<file path="config.mk">
export PLATFORM = sky130hd
export DESIGN_NAME = avcc_nalu_keyframe_scanner
export DESIGN_NICKNAME = d
export VERILOG_FILES = /design/src/rtl/avcc_nks_pkg.sv /design/src/rtl/avcc_nalu_keyframe_scanner.sv /design/src/rtl/avcc_nks_in_stage.sv /design/src/rtl/avcc_nks_scan_core.sv /design/src/rtl/avcc_nks_out_stage.sv
export SDC_FILE = /design/constraint.sdc
export NUM_CORES = 1
export LEC_CHECK = 0
export BUFFER_PORTS_ARGS = -buffer_cell sky130_fd_sc_hd__buf_4
export CAP_MARGIN = 15
export CORE_MARGIN = 4
export CORE_UTILIZATION = 40
export CTS_BUF_LIST = sky130_fd_sc_hd__clkbuf_16
export CTS_CLUSTER_SIZE = 16
export DETAILED_ROUTE_END_ITERATION = 8
export GPL_TIMING_DRIVEN = 0
export PLACE_DENSITY_LB_ADDON = 0.12
export SLEW_MARGIN = 40
export SYNTH_ARGS = -nofsm -noshare
export SYNTH_HDL_FRONTEND = slang
export SYNTH_HIERARCHICAL = 1
export SYNTH_SLANG_ARGS = --single-unit
export TNS_END_PERCENT = 100
</file>
<file path="constraint.sdc">
create_clock -name clk -period 9.1 [get_ports clk]
set_clock_uncertainty 0.15 [all_clocks]
set_input_delay 1.365 -clock clk [delete_from_list [all_inputs] [get_ports clk]]
set_output_delay 1.365 -clock clk [all_outputs]
set_load 0.05 [all_outputs]
</file>
<file path="src/rtl/avcc_nks_pkg.sv">
`timescale 1ns / 1ps
// ----------------------------------------------------------------------------
// avcc_nks_pkg
// shared types and constants of the avcc key-frame scanner
// ----------------------------------------------------------------------------
package avcc_nks_pkg;

    localparam int OFFSET_BITS_DEFAULT = 20;

    localparam int BYTE_W   = 8;
    localparam int LENGTH_W = 20;
    localparam int WINDOW_W = 32;

    localparam logic [2:0] PREFIX_BYTES = 3'd4;

    localparam logic [4:0] NAL_TYPE_IDR = 5'd5;
    localparam logic [4:0] NAL_TYPE_SPS = 5'd7;

    // one input word as seen by the scan core
    typedef struct packed {
        logic [LENGTH_W-1:0] frame_length;
        logic                last_byte;
        logic                first_byte;
        logic [BYTE_W-1:0]   data_byte;
    } item_t;

    // one result word, field order matches the master tdata packing
    typedef struct packed {
        logic [LENGTH_W-1:0] sps_offset;
        logic                sps_found;
        logic [LENGTH_W-1:0] remaining_length;
        logic [LENGTH_W-1:0] keyframe_offset;
        logic                keyframe_found;
    } result_t;

    localparam int RESULT_W = $bits(result_t);

endpackage

</file>
<file path="src/rtl/avcc_nalu_keyframe_scanner.sv">
`timescale 1ns / 1ps
// ----------------------------------------------------------------------------
// avcc_nalu_keyframe_scanner
// finds the first idr unit and the last sps before it in an avcc frame
// ----------------------------------------------------------------------------
// usage:
//  the slave channel takes one frame byte per word; tuser marks the frame's
//  first byte (which also carries the frame length), tlast its final byte.
//  the master channel gives one word per frame, on the word that had tlast:
//  idr found flag and offset, remaining length, sps found flag and offset.
//  m_axis_tvalid rises once a tlast word has passed through the input register
//  and loaded the result register; the load waits while the result is not taken.
//  throughput is one byte per cycle unless a tlast byte is held (below); it is set by the
//  single scan step between the input register and the header walk registers.
//  a byte is held in the input register while the master word is stalled
//  and the held byte is itself a tlast word; other bytes keep flowing.
//  reset clears the scan state: before the first tuser word the latched
//  length is zero and nothing is found.
// ----------------------------------------------------------------------------
module avcc_nalu_keyframe_scanner
#(
    parameter int OFFSET_BITS = avcc_nks_pkg::OFFSET_BITS_DEFAULT
)
(
    input  logic        clk,
    input  logic        rst_n,

    input  logic        s_axis_tvalid,
    output logic        s_axis_tready,
    input  logic [31:0] s_axis_tdata,   // data_byte[7:0], frame_length[27:8], zero pad
    input  logic        s_axis_tuser,   // first_byte
    input  logic        s_axis_tlast,

    output logic        m_axis_tvalid,
    input  logic        m_axis_tready,
    // keyframe_found[0], keyframe_offset[20:1], remaining_length[40:21],
    // sps_found[41], sps_offset[61:42], zero pad
    output logic [63:0] m_axis_tdata
);

    localparam int RW = avcc_nks_pkg::RESULT_W;

    avcc_nks_pkg::item_t   in_item;
    avcc_nks_pkg::item_t   item;
    avcc_nks_pkg::result_t result;
    avcc_nks_pkg::result_t out_result;
    logic                  item_valid;
    logic                  advance;
    logic                  can_load;

    always_comb
    begin
        in_item.data_byte    = s_axis_tdata[7:0];
        in_item.frame_length = s_axis_tdata[27:8];
        in_item.first_byte   = s_axis_tuser;
        in_item.last_byte    = s_axis_tlast;
    end

    // only a last byte needs room in the result register
    assign advance = item_valid && (!item.last_byte || can_load);

    avcc_nks_in_stage u_in_stage
    (
        .clk        (clk),
        .rst_n      (rst_n),
        .in_valid   (s_axis_tvalid),
        .in_ready   (s_axis_tready),
        .in_item    (in_item),
        .advance    (advance),
        .item_valid (item_valid),
        .item       (item)
    );

    avcc_nks_scan_core
    #(
        .OFFSET_BITS (OFFSET_BITS)
    )
    u_scan_core
    (
        .clk    (clk),
        .rst_n  (rst_n),
        .step   (advance),
        .item   (item),
        .result (result)
    );

    avcc_nks_out_stage u_out_stage
    (
        .clk         (clk),
        .rst_n       (rst_n),
        .load        (advance && item.last_byte),
        .load_result (result),
        .can_load    (can_load),
        .out_valid   (m_axis_tvalid),
        .out_ready   (m_axis_tready),
        .out_result  (out_result)
    );

    assign m_axis_tdata = {{(64 - RW){1'b0}}, out_result};

endmodule

</file>
<file path="src/rtl/avcc_nks_in_stage.sv">
`timescale 1ns / 1ps
// ----------------------------------------------------------------------------
// avcc_nks_in_stage
// input register of the scanner, refilled in the same cycle it drains
// ----------------------------------------------------------------------------
module avcc_nks_in_stage
(
    input  logic                 clk,
    input  logic                 rst_n,
    input  logic                 in_valid,
    output logic                 in_ready,
    input  avcc_nks_pkg::item_t  in_item,
    input  logic                 advance,
    output logic                 item_valid,
    output avcc_nks_pkg::item_t  item
);

    logic                valid_reg;
    logic                valid_next;
    avcc_nks_pkg::item_t item_reg;

    assign in_ready   = !valid_reg || advance;
    assign valid_next = (in_valid && in_ready) || (valid_reg && !advance);

    always_ff @(posedge clk or negedge rst_n)
    begin
        if (!rst_n)
        begin
            valid_reg <= 1'b0;
        end
        else
        begin
            valid_reg <= valid_next;
        end
    end

    always_ff @(posedge clk)
    begin
        if (in_valid && in_ready)
        begin
            item_reg <= in_item;
        end
    end

    assign item_valid = valid_reg;
    assign item       = item_reg;

endmodule

</file>
<file path="src/rtl/avcc_nks_scan_core.sv">
`timescale 1ns / 1ps
// ----------------------------------------------------------------------------
// avcc_nks_scan_core
// header walk state and per-byte update, one byte per step
// ----------------------------------------------------------------------------
module avcc_nks_scan_core
#(
    parameter int OFFSET_BITS = avcc_nks_pkg::OFFSET_BITS_DEFAULT
)
(
    input  logic                    clk,
    input  logic                    rst_n,
    input  logic                    step,
    input  avcc_nks_pkg::item_t     item,
    output avcc_nks_pkg::result_t   result
);

    localparam int LW    = avcc_nks_pkg::LENGTH_W;
    localparam int WW    = avcc_nks_pkg::WINDOW_W;
    localparam int CMP_W = (OFFSET_BITS + 2 > WW + 2) ? OFFSET_BITS + 2 : WW + 2;

    localparam logic [OFFSET_BITS-1:0] OFFSET_MAX = {OFFSET_BITS{1'b1}};
    localparam logic [OFFSET_BITS:0]   HEADER_MAX = {(OFFSET_BITS + 1){1'b1}};

    logic [WW-1:0]          window_reg, window_next;
    logic [OFFSET_BITS-1:0] offset_reg, offset_next;
    logic [OFFSET_BITS:0]   header_reg, header_next;
    logic [LW-1:0]          length_reg, length_next;
    logic                   stopped_reg, stopped_next;
    logic                   idr_seen_reg, idr_seen_next;
    logic [LW-1:0]          idr_pos_reg, idr_pos_next;
    logic                   sps_seen_reg, sps_seen_next;
    logic [LW-1:0]          sps_pos_reg, sps_pos_next;

    logic [OFFSET_BITS-1:0] cur;
    logic [WW-1:0]          window_base;
    logic [OFFSET_BITS:0]   header_base;
    logic                   stopped_base;
    logic                   idr_seen_base;
    logic [LW-1:0]          idr_pos_base;
    logic                   sps_seen_base;
    logic [LW-1:0]          sps_pos_base;

    logic [CMP_W-1:0]       cur_w;
    logic [CMP_W-1:0]       header_w;
    logic [CMP_W-1:0]       length_w;
    logic [CMP_W-1:0]       len_w;
    logic [CMP_W-1:0]       next_w;
    logic                   at_header;
    logic                   past_end;
    logic [4:0]             nal_type;

    always_comb
    begin
        // a first byte restarts the scan from offset zero
        if (item.first_byte)
        begin
            cur           = '0;
            length_next   = item.frame_length;
            window_base   = '0;
            header_base   = '0;
            stopped_base  = 1'b0;
            idr_seen_base = 1'b0;
            idr_pos_base  = '0;
            sps_seen_base = 1'b0;
            sps_pos_base  = '0;
        end
        else
        begin
            cur           = offset_reg;
            length_next   = length_reg;
            window_base   = window_reg;
            header_base   = header_reg;
            stopped_base  = stopped_reg;
            idr_seen_base = idr_seen_reg;
            idr_pos_base  = idr_pos_reg;
            sps_seen_base = sps_seen_reg;
            sps_pos_base  = sps_pos_reg;
        end

        cur_w    = CMP_W'(cur);
        header_w = CMP_W'(header_base);
        length_w = CMP_W'(length_next);
        len_w    = CMP_W'(window_base);
        next_w   = header_w + len_w + CMP_W'(avcc_nks_pkg::PREFIX_BYTES);
        nal_type = item.data_byte[4:0];

        at_header = !stopped_base
                    && (cur_w == header_w + CMP_W'(avcc_nks_pkg::PREFIX_BYTES));
        past_end  = (cur == OFFSET_MAX) || (header_w >= length_w) || (cur_w >= length_w);

        header_next   = header_base;
        stopped_next  = stopped_base;
        idr_seen_next = idr_seen_base;
        idr_pos_next  = idr_pos_base;
        sps_seen_next = sps_seen_base;
        sps_pos_next  = sps_pos_base;

        if (at_header)
        begin
            if (past_end)
            begin
                stopped_next = 1'b1;
            end
            else if (nal_type == avcc_nks_pkg::NAL_TYPE_IDR)
            begin
                idr_seen_next = 1'b1;
                idr_pos_next  = header_w[LW-1:0];
                stopped_next  = 1'b1;
            end
            else
            begin
                if (nal_type == avcc_nks_pkg::NAL_TYPE_SPS)
                begin
                    sps_seen_next = 1'b1;
                    sps_pos_next  = header_w[LW-1:0];
                end
                if (len_w > length_w)
                begin
                    stopped_next = 1'b1;
                end
                else if (next_w > CMP_W'(HEADER_MAX))
                begin
                    header_next = HEADER_MAX;
                end
                else
                begin
                    header_next = next_w[OFFSET_BITS:0];
                end
            end
        end

        window_next = {window_base[WW-9:0], item.data_byte};
        offset_next = (cur == OFFSET_MAX) ? OFFSET_MAX : cur + 1'b1;
    end

    always_ff @(posedge clk or negedge rst_n)
    begin
        if (!rst_n)
        begin
            window_reg   <= '0;
            offset_reg   <= '0;
            header_reg   <= '0;
            length_reg   <= '0;
            stopped_reg  <= 1'b0;
            idr_seen_reg <= 1'b0;
            idr_pos_reg  <= '0;
            sps_seen_reg <= 1'b0;
            sps_pos_reg  <= '0;
        end
        else if (step)
        begin
            window_reg   <= window_next;
            offset_reg   <= offset_next;
            header_reg   <= header_next;
            length_reg   <= length_next;
            stopped_reg  <= stopped_next;
            idr_seen_reg <= idr_seen_next;
            idr_pos_reg  <= idr_pos_next;
            sps_seen_reg <= sps_seen_next;
            sps_pos_reg  <= sps_pos_next;
        end
    end

    always_comb
    begin
        result.keyframe_found   = idr_seen_next;
        result.keyframe_offset  = idr_seen_next ? idr_pos_next : '0;
        result.remaining_length = idr_seen_next ? length_next - idr_pos_next : '0;
        result.sps_found        = sps_seen_next;
        result.sps_offset       = sps_seen_next ? sps_pos_next : '0;
    end

endmodule

</file>
<file path="src/rtl/avcc_nks_out_stage.sv">
`timescale 1ns / 1ps
// ----------------------------------------------------------------------------
// avcc_nks_out_stage
// result register on the master side
// ----------------------------------------------------------------------------
module avcc_nks_out_stage
(
    input  logic                    clk,
    input  logic                    rst_n,
    input  logic                    load,
    input  avcc_nks_pkg::result_t   load_result,
    output logic                    can_load,
    output logic                    out_valid,
    input  logic                    out_ready,
    output avcc_nks_pkg::result_t   out_result
);

    logic                  valid_reg;
    logic                  valid_next;
    avcc_nks_pkg::result_t result_reg;

    assign can_load   = !valid_reg || out_ready;
    assign valid_next = load || (valid_reg && !out_ready);

    always_ff @(posedge clk or negedge rst_n)
    begin
        if (!rst_n)
        begin
            valid_reg <= 1'b0;
        end
        else
        begin
            valid_reg <= valid_next;
        end
    end

    always_ff @(posedge clk)
    begin
        if (load)
        begin
            result_reg <= load_result;
        end
    end

    assign out_valid  = valid_reg;
    assign out_result = result_reg;

endmodule
</file>
==> results of run 1 <==
## logic make-up after synthesis
| group | after synthesis | share of synthesized area (%) |
|---|---|---|
| AND/OR/NAND/NOR | 510 | 18.2 |
| adder cells (fa/ha/maj) | 120 | 10.3 |
| XOR/XNOR | 52 | 3.20 |
| multiplexers | 66 | 4.84 |
| other | 1 | 0.0256 |
| buffers and inverters | 141 | 3.94 |
| AO/OA/AOI/OAI | 397 | 17.1 |
| flip-flops | 230 | 42.4 |
## Yosys cell counts (11+ instances only)
cell and instances:
buf_2 14, xor2_1 22, mux2i_1 27, nor2_1 116, ha_1 113, nand2b_1 15
nand3_1 35, dfrtp_1 138, a21oi_1 169, o21ai_0 54, a21o_1 38, edfxtp_1 92
or3_1 11, inv_1 47, nor2b_1 89, mux2_2 39, a211oi_1 11, nand4_1 19
nor3_1 33, and3_1 14, clkbuf_1 61, xnor2_1 29, a31oi_1 15, nand2_1 111
o2bb2ai_1 23
## final timing paths
path / startpoint / endpoint / slack, ns / cells after the start
worst min register to register: u_scan_core/sps_pos_reg[17] / u_scan_core/sps_pos_reg[17] / 0.33 / 1
worst min-delay path: u_scan_core/sps_pos_reg[17] / u_scan_core/sps_pos_reg[17] / 0.33 / 1
worst max-delay path: u_in_stage/item[8] / u_out_stage/out_result[40] / 0.33 / 29
worst max register to register: u_in_stage/item[8] / u_out_stage/out_result[40] / 0.33 / 29
min in group asynchronous: rst_n / u_scan_core/length_reg[14] / 0.46 / 1
max in group asynchronous: rst_n / u_scan_core/sps_pos_reg[14] / 7.40 / 3
## metal layers
| metal | track usage [%] | vias up | share of wire, % | wire length (um) |
|---|---|---|---|---|
| met4 | 8.58 | 2 | 4.1 | 1990 |
| met3 | 5.19 | 96 | 7.5 | 3670 |
| met2 | 37.0 | 440 | 44 | 21400 |
| met1 | 34.4 | 6021 | 45 | 21900 |
| met5 | 0 | - | 0.024 | 12 |
| li1 | - | 5782 | - | - |
## worst max-delay path: cells and delay by family, from the launching register on
family	cells	cell delay (ns)
AO/OA/AOI/OAI	9	2.12
adder cells (fa/ha/maj)	3	0.98
multiplexers	1	0.15
buffers and inverters	9	2.55
flip-flops	1	0.46
AND/OR/NAND/NOR	7	2.13
## cells in the final DEF (no fill, tap or decap), types with 53 or more instances in the layout
cell type and instances:
dfrtp_1 138, nor2b_1 89, nor2_1 116, buf_4 104
ha_1 113, edfxtp_1 92, a21oi_1 169, nand2_1 111
o21ai_0 53
## per-stage QoR
stage	utilization [%]	power, uW	hold WS [ns]	instances
finish	47.9	3380	0.330	2132
global route	47.9	3540	0.342	2132
CTS	47.7	3400	0.335	2131
detailed placement	45.1	2260	0.316	2078
global placement	44.5	2220	0.309	2076
floorplan	-	1890	0.299	1518
## final cells by class
type	count	area [um^2]
Sequential cell	230	6220
Buffer	89	414
Inverter	51	193
Clock inverter	22	189
Clock buffer	29	726
Tap cell	461	577
Multi-Input combinational cell	1147	8050
Fill cell	3457	18700
Timing Repair Buffer	103	833
## power groups by stage
| stage | clock (uW) | sequential, uW | combinational, uW |
|---|---|---|---|
| after floorplan | 0 | 1330 | 566 |
| after global placement | 0 | 1270 | 950 |
| after detailed placement | 0 | 1280 | 978 |
| after CTS | 1140 | 1260 | 992 |
| after global routing | 1180 | 1270 | 1090 |
| final | 1110 | 1260 | 1010 |
## what timing repair did
item,in CTS,in global routing
setup endpoints to repair,48,12
buffers inserted,3,0
gates resized for setup,10,11
gates cloned,0,0
hold endpoints to repair,0,0
==> run_results.csv, run 1 <==
group,metric,value,unit
flow_run,cap_violations,0,
global_routing,grt_start_max_net_pins,70,
clock_tree,insertion_delay,0.55,ns
yosys,syn_area_per_cell,9.67,um^2
yosys,ys_seq_elements,230,
clock_tree,cts_buffer_depth,3,
yosys,ys_seq_area_share,42.4,%
placed_design,place_congestion,0.956,
finish,final_area,17200,um^2
yosys,ys_async_sr_fraction,60.0,%
timing,min_period_over_period,96.4,%
pwr,ir_worst_vdd,167,uV
worst_setup_path,slowest_delay,0.53,ns
pwr,switchingPower,1190,uW
floorplanning,die_w,200,um
finish,layout-drive-gt1-share,15.7,%
timing,finalMaxSlewViolations,0,
finish,fin_nets,1803,
worst_setup_path,cp_common_cell,"buf_2",
route,drc,0,
placed_design,dp_slack,-1.53,ns
route,ant_nets,0,
yosys,synth_area,14700,um^2
finish,antenna_cells,0,
pwr,leakagePower,0.00756,uW
yosys,synth-edff-count,92,
timing,worstMarginPinSlew,0.874,ns
clock_tree,cts.reportedPaths.clkPinSlew,0.06,ns
global_routing,antenna_found_initial,2,
timing,rsz0062_at_grt,"no",
route,drt_wl_total,49000,um
pwr,pwr-share-comb,29.8,%
yosys,synth_area_leaders,"dfrtp_1 (24%), edfxtp_1 (19%), ha_1 (9.6%)",
yosys,syn-instance-count,1517,
clock_tree,cts-root-buf,"clkbuf_16",
placed_design,dp_hpwl,35900,um
route,drt_iter0_markers,987,
timing,layout_setup_ws,0.330,ns
floorplanning,ioPinCount,104,
floorplanning,fp-row-count,69,
worst_hold_path,hold_path_class,"flip-flop to flip-flop",
clock_tree,holdBufCountCts,0,
clock_tree,htreeDepth,1,
clock_tree,cts_made_buffers,28,
timing,finalSetupViolations,0,
timing,finalCriticalPeriod,8.77,ns
pwr,p_int,2190,uW
worst_setup_path,endpoint_kind,"flip-flop",
route,viasPerCell,5.79,
worst_setup_path,start_kind,"flip-flop",
placed_design,placed_area,16200,um^2
global_routing,gr-total-overflow,0,
route,dr.pass1.iters,5,
route,wl_per_cell,23.0,um
pwr,swShare,35.1,%
yosys,ys_warn_count,6,
yosys,ys.flop_type,"dfrtp_1",
worst_setup_path,critPathKind,"flip-flop to flip-flop",
finish,largest_reg_flops,62,
outcome,outcome,"finished clean",
floorplanning,dieArea,39800,um^2
timing,fin_tns_setup,0,ns
floorplanning,start_util,40.8,%
timing,relSlewSlack,40.6,%
worst_setup_path,crit_fanout,19,
yosys,synth.distinct_cells,98,
floorplanning,fp.dieH,200,um
worst_setup_path,worstPathRequired,9.32,ns
timing,fmax,0.114,GHz
placed_design,port_buffers,97,
worst_setup_path,cp.arrival,8.98,ns
pwr,clockPowerShare,32.9,%
yosys,yosys.area.top_type,"dfrtp_1",
yosys,synth_top_area_share,23.5,%
pwr,pwr-share-seq,37.3,%
global_routing,grt_pass1_wl,73700,um
floorplanning,core-area,35900,um^2
finish,syn2layout_area_growth,17.2,%
worst_setup_path,cp_slowest_cell,"or4_4",
pwr,power_per_cell_area,197,nW/um^2
timing,hold_viol,0,
clock_tree,cts_tree,"yes",
clock_tree,clkSinkCount,230,
global_routing,grt_pass1_vias,11900,
route,num_vias,12300,
global_routing,track_usage,24.3,%
No activity file was read; power rests on OpenSTA's default activity.
==> run 2, diff against run 1 <==
- ABC_AREA: default -> 1
- CORE_MARGIN: 4 -> default
- SLEW_MARGIN: 40 -> default
==> run_results.csv, run 2 <==
group,metric,value,unit
outcome,outcome,"finished clean",
finish,antenna_cells,0,
placed_design,place_congestion,0.960,
flow_run,cap_violations,0,
yosys,syn_area_per_cell,7.35,um^2
global_routing,antenna_found_initial,0,
timing,rsz0062_at_grt,"no",
floorplanning,start_util,40.7,%
route,drc,0,
global_routing,met2_usage,46.8,%
global_routing,gr-usage-met3,3.88,%
global_routing,met1_usage,37.1,%
yosys,synth_common_cells,"nand2_1 (577), inv_1 (301), nor2_1 (209)",
clock_tree,htreeDepth,1,
clock_tree,cts_tree,"yes",
timing,min_period_over_period,86.2,%
route,ant_nets,0,
yosys,ys_warn_count,6,
clock_tree,holdBufCountCts,0,
yosys,synth-edff-count,92,
timing,worstMarginPinSlew,1.15,ns
global_routing,gr-total-overflow,0,
global_routing,grt_pass1_vias,14900,
route,drt_iter0_markers,1350,
worst_setup_path,worstPathRequired,9.26,ns
floorplanning,fp.dieH,203,um
global_routing,grt_pass1_wl,87900,um
clock_tree,clkSinkCount,230,
route,viasPerCell,5.40,
worst_setup_path,start_kind,"flip-flop",
clock_tree,cts_buffer_depth,3,
clock_tree,cts_setup_buffers,0,
route,num_vias,15600,
worst_hold_path,hold_path_class,"flip-flop to flip-flop",
floorplanning,core-area,39800,um^2
clock_tree,cts-root-buf,"clkbuf_16",
timing,fin_tns_setup,0,ns
clock_tree,cts.reportedPaths.clkPinSlew,0.06,ns
worst_setup_path,cp_slowest_cell,"clkbuf_1",
pwr,power_per_cell_area,176,nW/um^2
worst_setup_path,r2r_cells,31,
yosys,syn-instance-count,2204,
placed_design,dp_hpwl,45500,um
timing,finalMaxSlewViolations,0,
worst_setup_path,cp_common_cell,"nand2_1",
pwr,p_total,3270,uW
global_routing,top_usage_layer,"met2",
worst_hold_path,hold_end,"u_scan_core/window_reg[7]",
worst_setup_path,endpoint_kind,"flip-flop",
worst_hold_path,holdPathStages,2,
yosys,synth_top_area_share,21.3,%
finish,fin_nets,2498,
global_routing,grt_start_max_net_pins,80,
worst_setup_path,cp.arrival,8.01,ns
timing,finalSetupViolations,0,
yosys,synth.distinct_cells,58,
worst_setup_path,slowest_delay,0.62,ns
finish,largest_reg_flops,62,
clock_tree,cts_resized,0,
route,wl_per_cell,20.0,um
timing,fmax,0.127,GHz
worst_setup_path,r2r_setup_slack,1.25,ns
timing,hold_viol,0,
finish,layout-drive-gt1-share,10.5,%
route,drt_wl_total,57800,um
finish,final_cell_mix,"nand2_1 (577), inv_1 (305), nor2_1 (209), o21ai_0 (198), dfrtp_1 (138)",
worst_setup_path,reg2reg_from,"u_in_stage/item[8]",
floorplanning,fp-row-count,73,
worst_hold_path,hp-start,"u_in_stage/item[7]",
clock_tree,insertion_delay,0.57,ns
yosys,yosysMostFrequentCell,"nand2_1",
clock_tree,cts_made_buffers,27,
worst_setup_path,timing.rr.end,"u_out_stage/out_result[37]",
finish,stdcell_count,2891,
floorplanning,ioPinCount,104,
global_routing,track_usage,28.2,%
timing,relSlewSlack,21.1,%
yosys,ys_seq_area_share,38.4,%
placed_design,place_inst,2840,
yosys,ys_seq_elements,230,
worst_setup_path,critPathKind,"flip-flop to flip-flop",
floorplanning,dieArea,41300,um^2
pwr,ir_worst_vdd,164,uV
floorplanning,die_w,203,um
finish,syn2layout_area_growth,14.9,%
yosys,synth_area,16200,um^2
pwr,leakagePower,0.00889,uW
yosys,yosys.area.top_type,"dfrtp_1",
timing,finalCriticalPeriod,7.85,ns
yosys,synth_area_leaders,"dfrtp_1 (21%), edfxtp_1 (17%), nand2_1 (13%)",
route,dr.pass1.iters,6,
placed_design,port_buffers,97,
worst_setup_path,crit_fanout,10,
yosys,ys.flop_type,"dfrtp_1",
yosys,ys_async_sr_fraction,60.0,%
finish,mostFrequentLayoutCell,"nand2_1",
run 2: cells by family after synthesis:
logic type                 Yosys count  share of synthesized area (%)
adders and majority gates          115                           8.98
DFF                                230                           38.4
other                                1                         0.0231
buffers and inverters              380                           9.25
AOI/OAI and AO/OA                  375                           12.6
xor gates and xnor gates            44                           2.38
muxes                                1                         0.0618
and+or+nand+nor                   1058                           28.3
run 2: worst max-delay path by stage:
stage | startpoint | to | slack, ns
finish | u_in_stage/item[8] | u_out_stage/out_result[37] | 1.25
global placement | u_in_stage/item[8] | u_out_stage/out_result[37] | 1.14
floorplan | u_in_stage/item[8] | u_out_stage/out_result[37] | 3.87
CTS | u_in_stage/item[8] | u_out_stage/out_result[37] | 1.37
detailed placement | u_in_stage/item[8] | u_out_stage/out_result[37] | 1.40
global route | u_in_stage/item[8] | u_out_stage/out_result[33] | 0.84
run 2: final cells by class:
class                           count  area [um^2]
Buffer                             69          330
Clock buffer                       27          676
Clock inverter                     23          200
Fill cell                        4113        21200
Inverter                          311         1170
Multi-Input combinational cell   1595         8500
Sequential cell                   230         6220
Tap cell                          525          657
Timing Repair Buffer              111          860
run 2: through the flow:
| step | hold WS [ns] | utilization [%] | setup slack, ns | area [um^2] |
|---|---|---|---|---|
| 2_1_floorplan | 0.280 | - | 3.87 | 16200 |
| 6_report | 0.315 | 46.7 | 1.25 | 18600 |
| 3_3_place_gp | 0.299 | 44.2 | 1.14 | 17600 |
| 4_1_cts | 0.326 | 46.7 | 1.37 | 18600 |
| 3_5_place_dp | 0.310 | 44.5 | 1.40 | 17700 |
| 5_1_grt | 0.346 | 46.7 | 0.843 | 18600 |
run 2: where the power goes:
part	switching [uW]	total (uW)	internal (uW)
sequential	43.4	1220	1180
combinational	689	961	272
clock	457	1080	626
total	1190	3270	2080
run 2: per-layer routing:
layer	share of wire [%]	vias up
met5	0	-
met4	3.8	0
met3	6.9	122
met2	46	591
met1	43	7418
li1	-	7494
run 2: critical path: cells and delay by family, from the launching register on:
kind,cells,cell delay [ns]
simple gates,12,1.68
compound gates,6,1.48
flops,1,0.44
buf+inv,11,3.05
fa+ha+maj,2,0.74
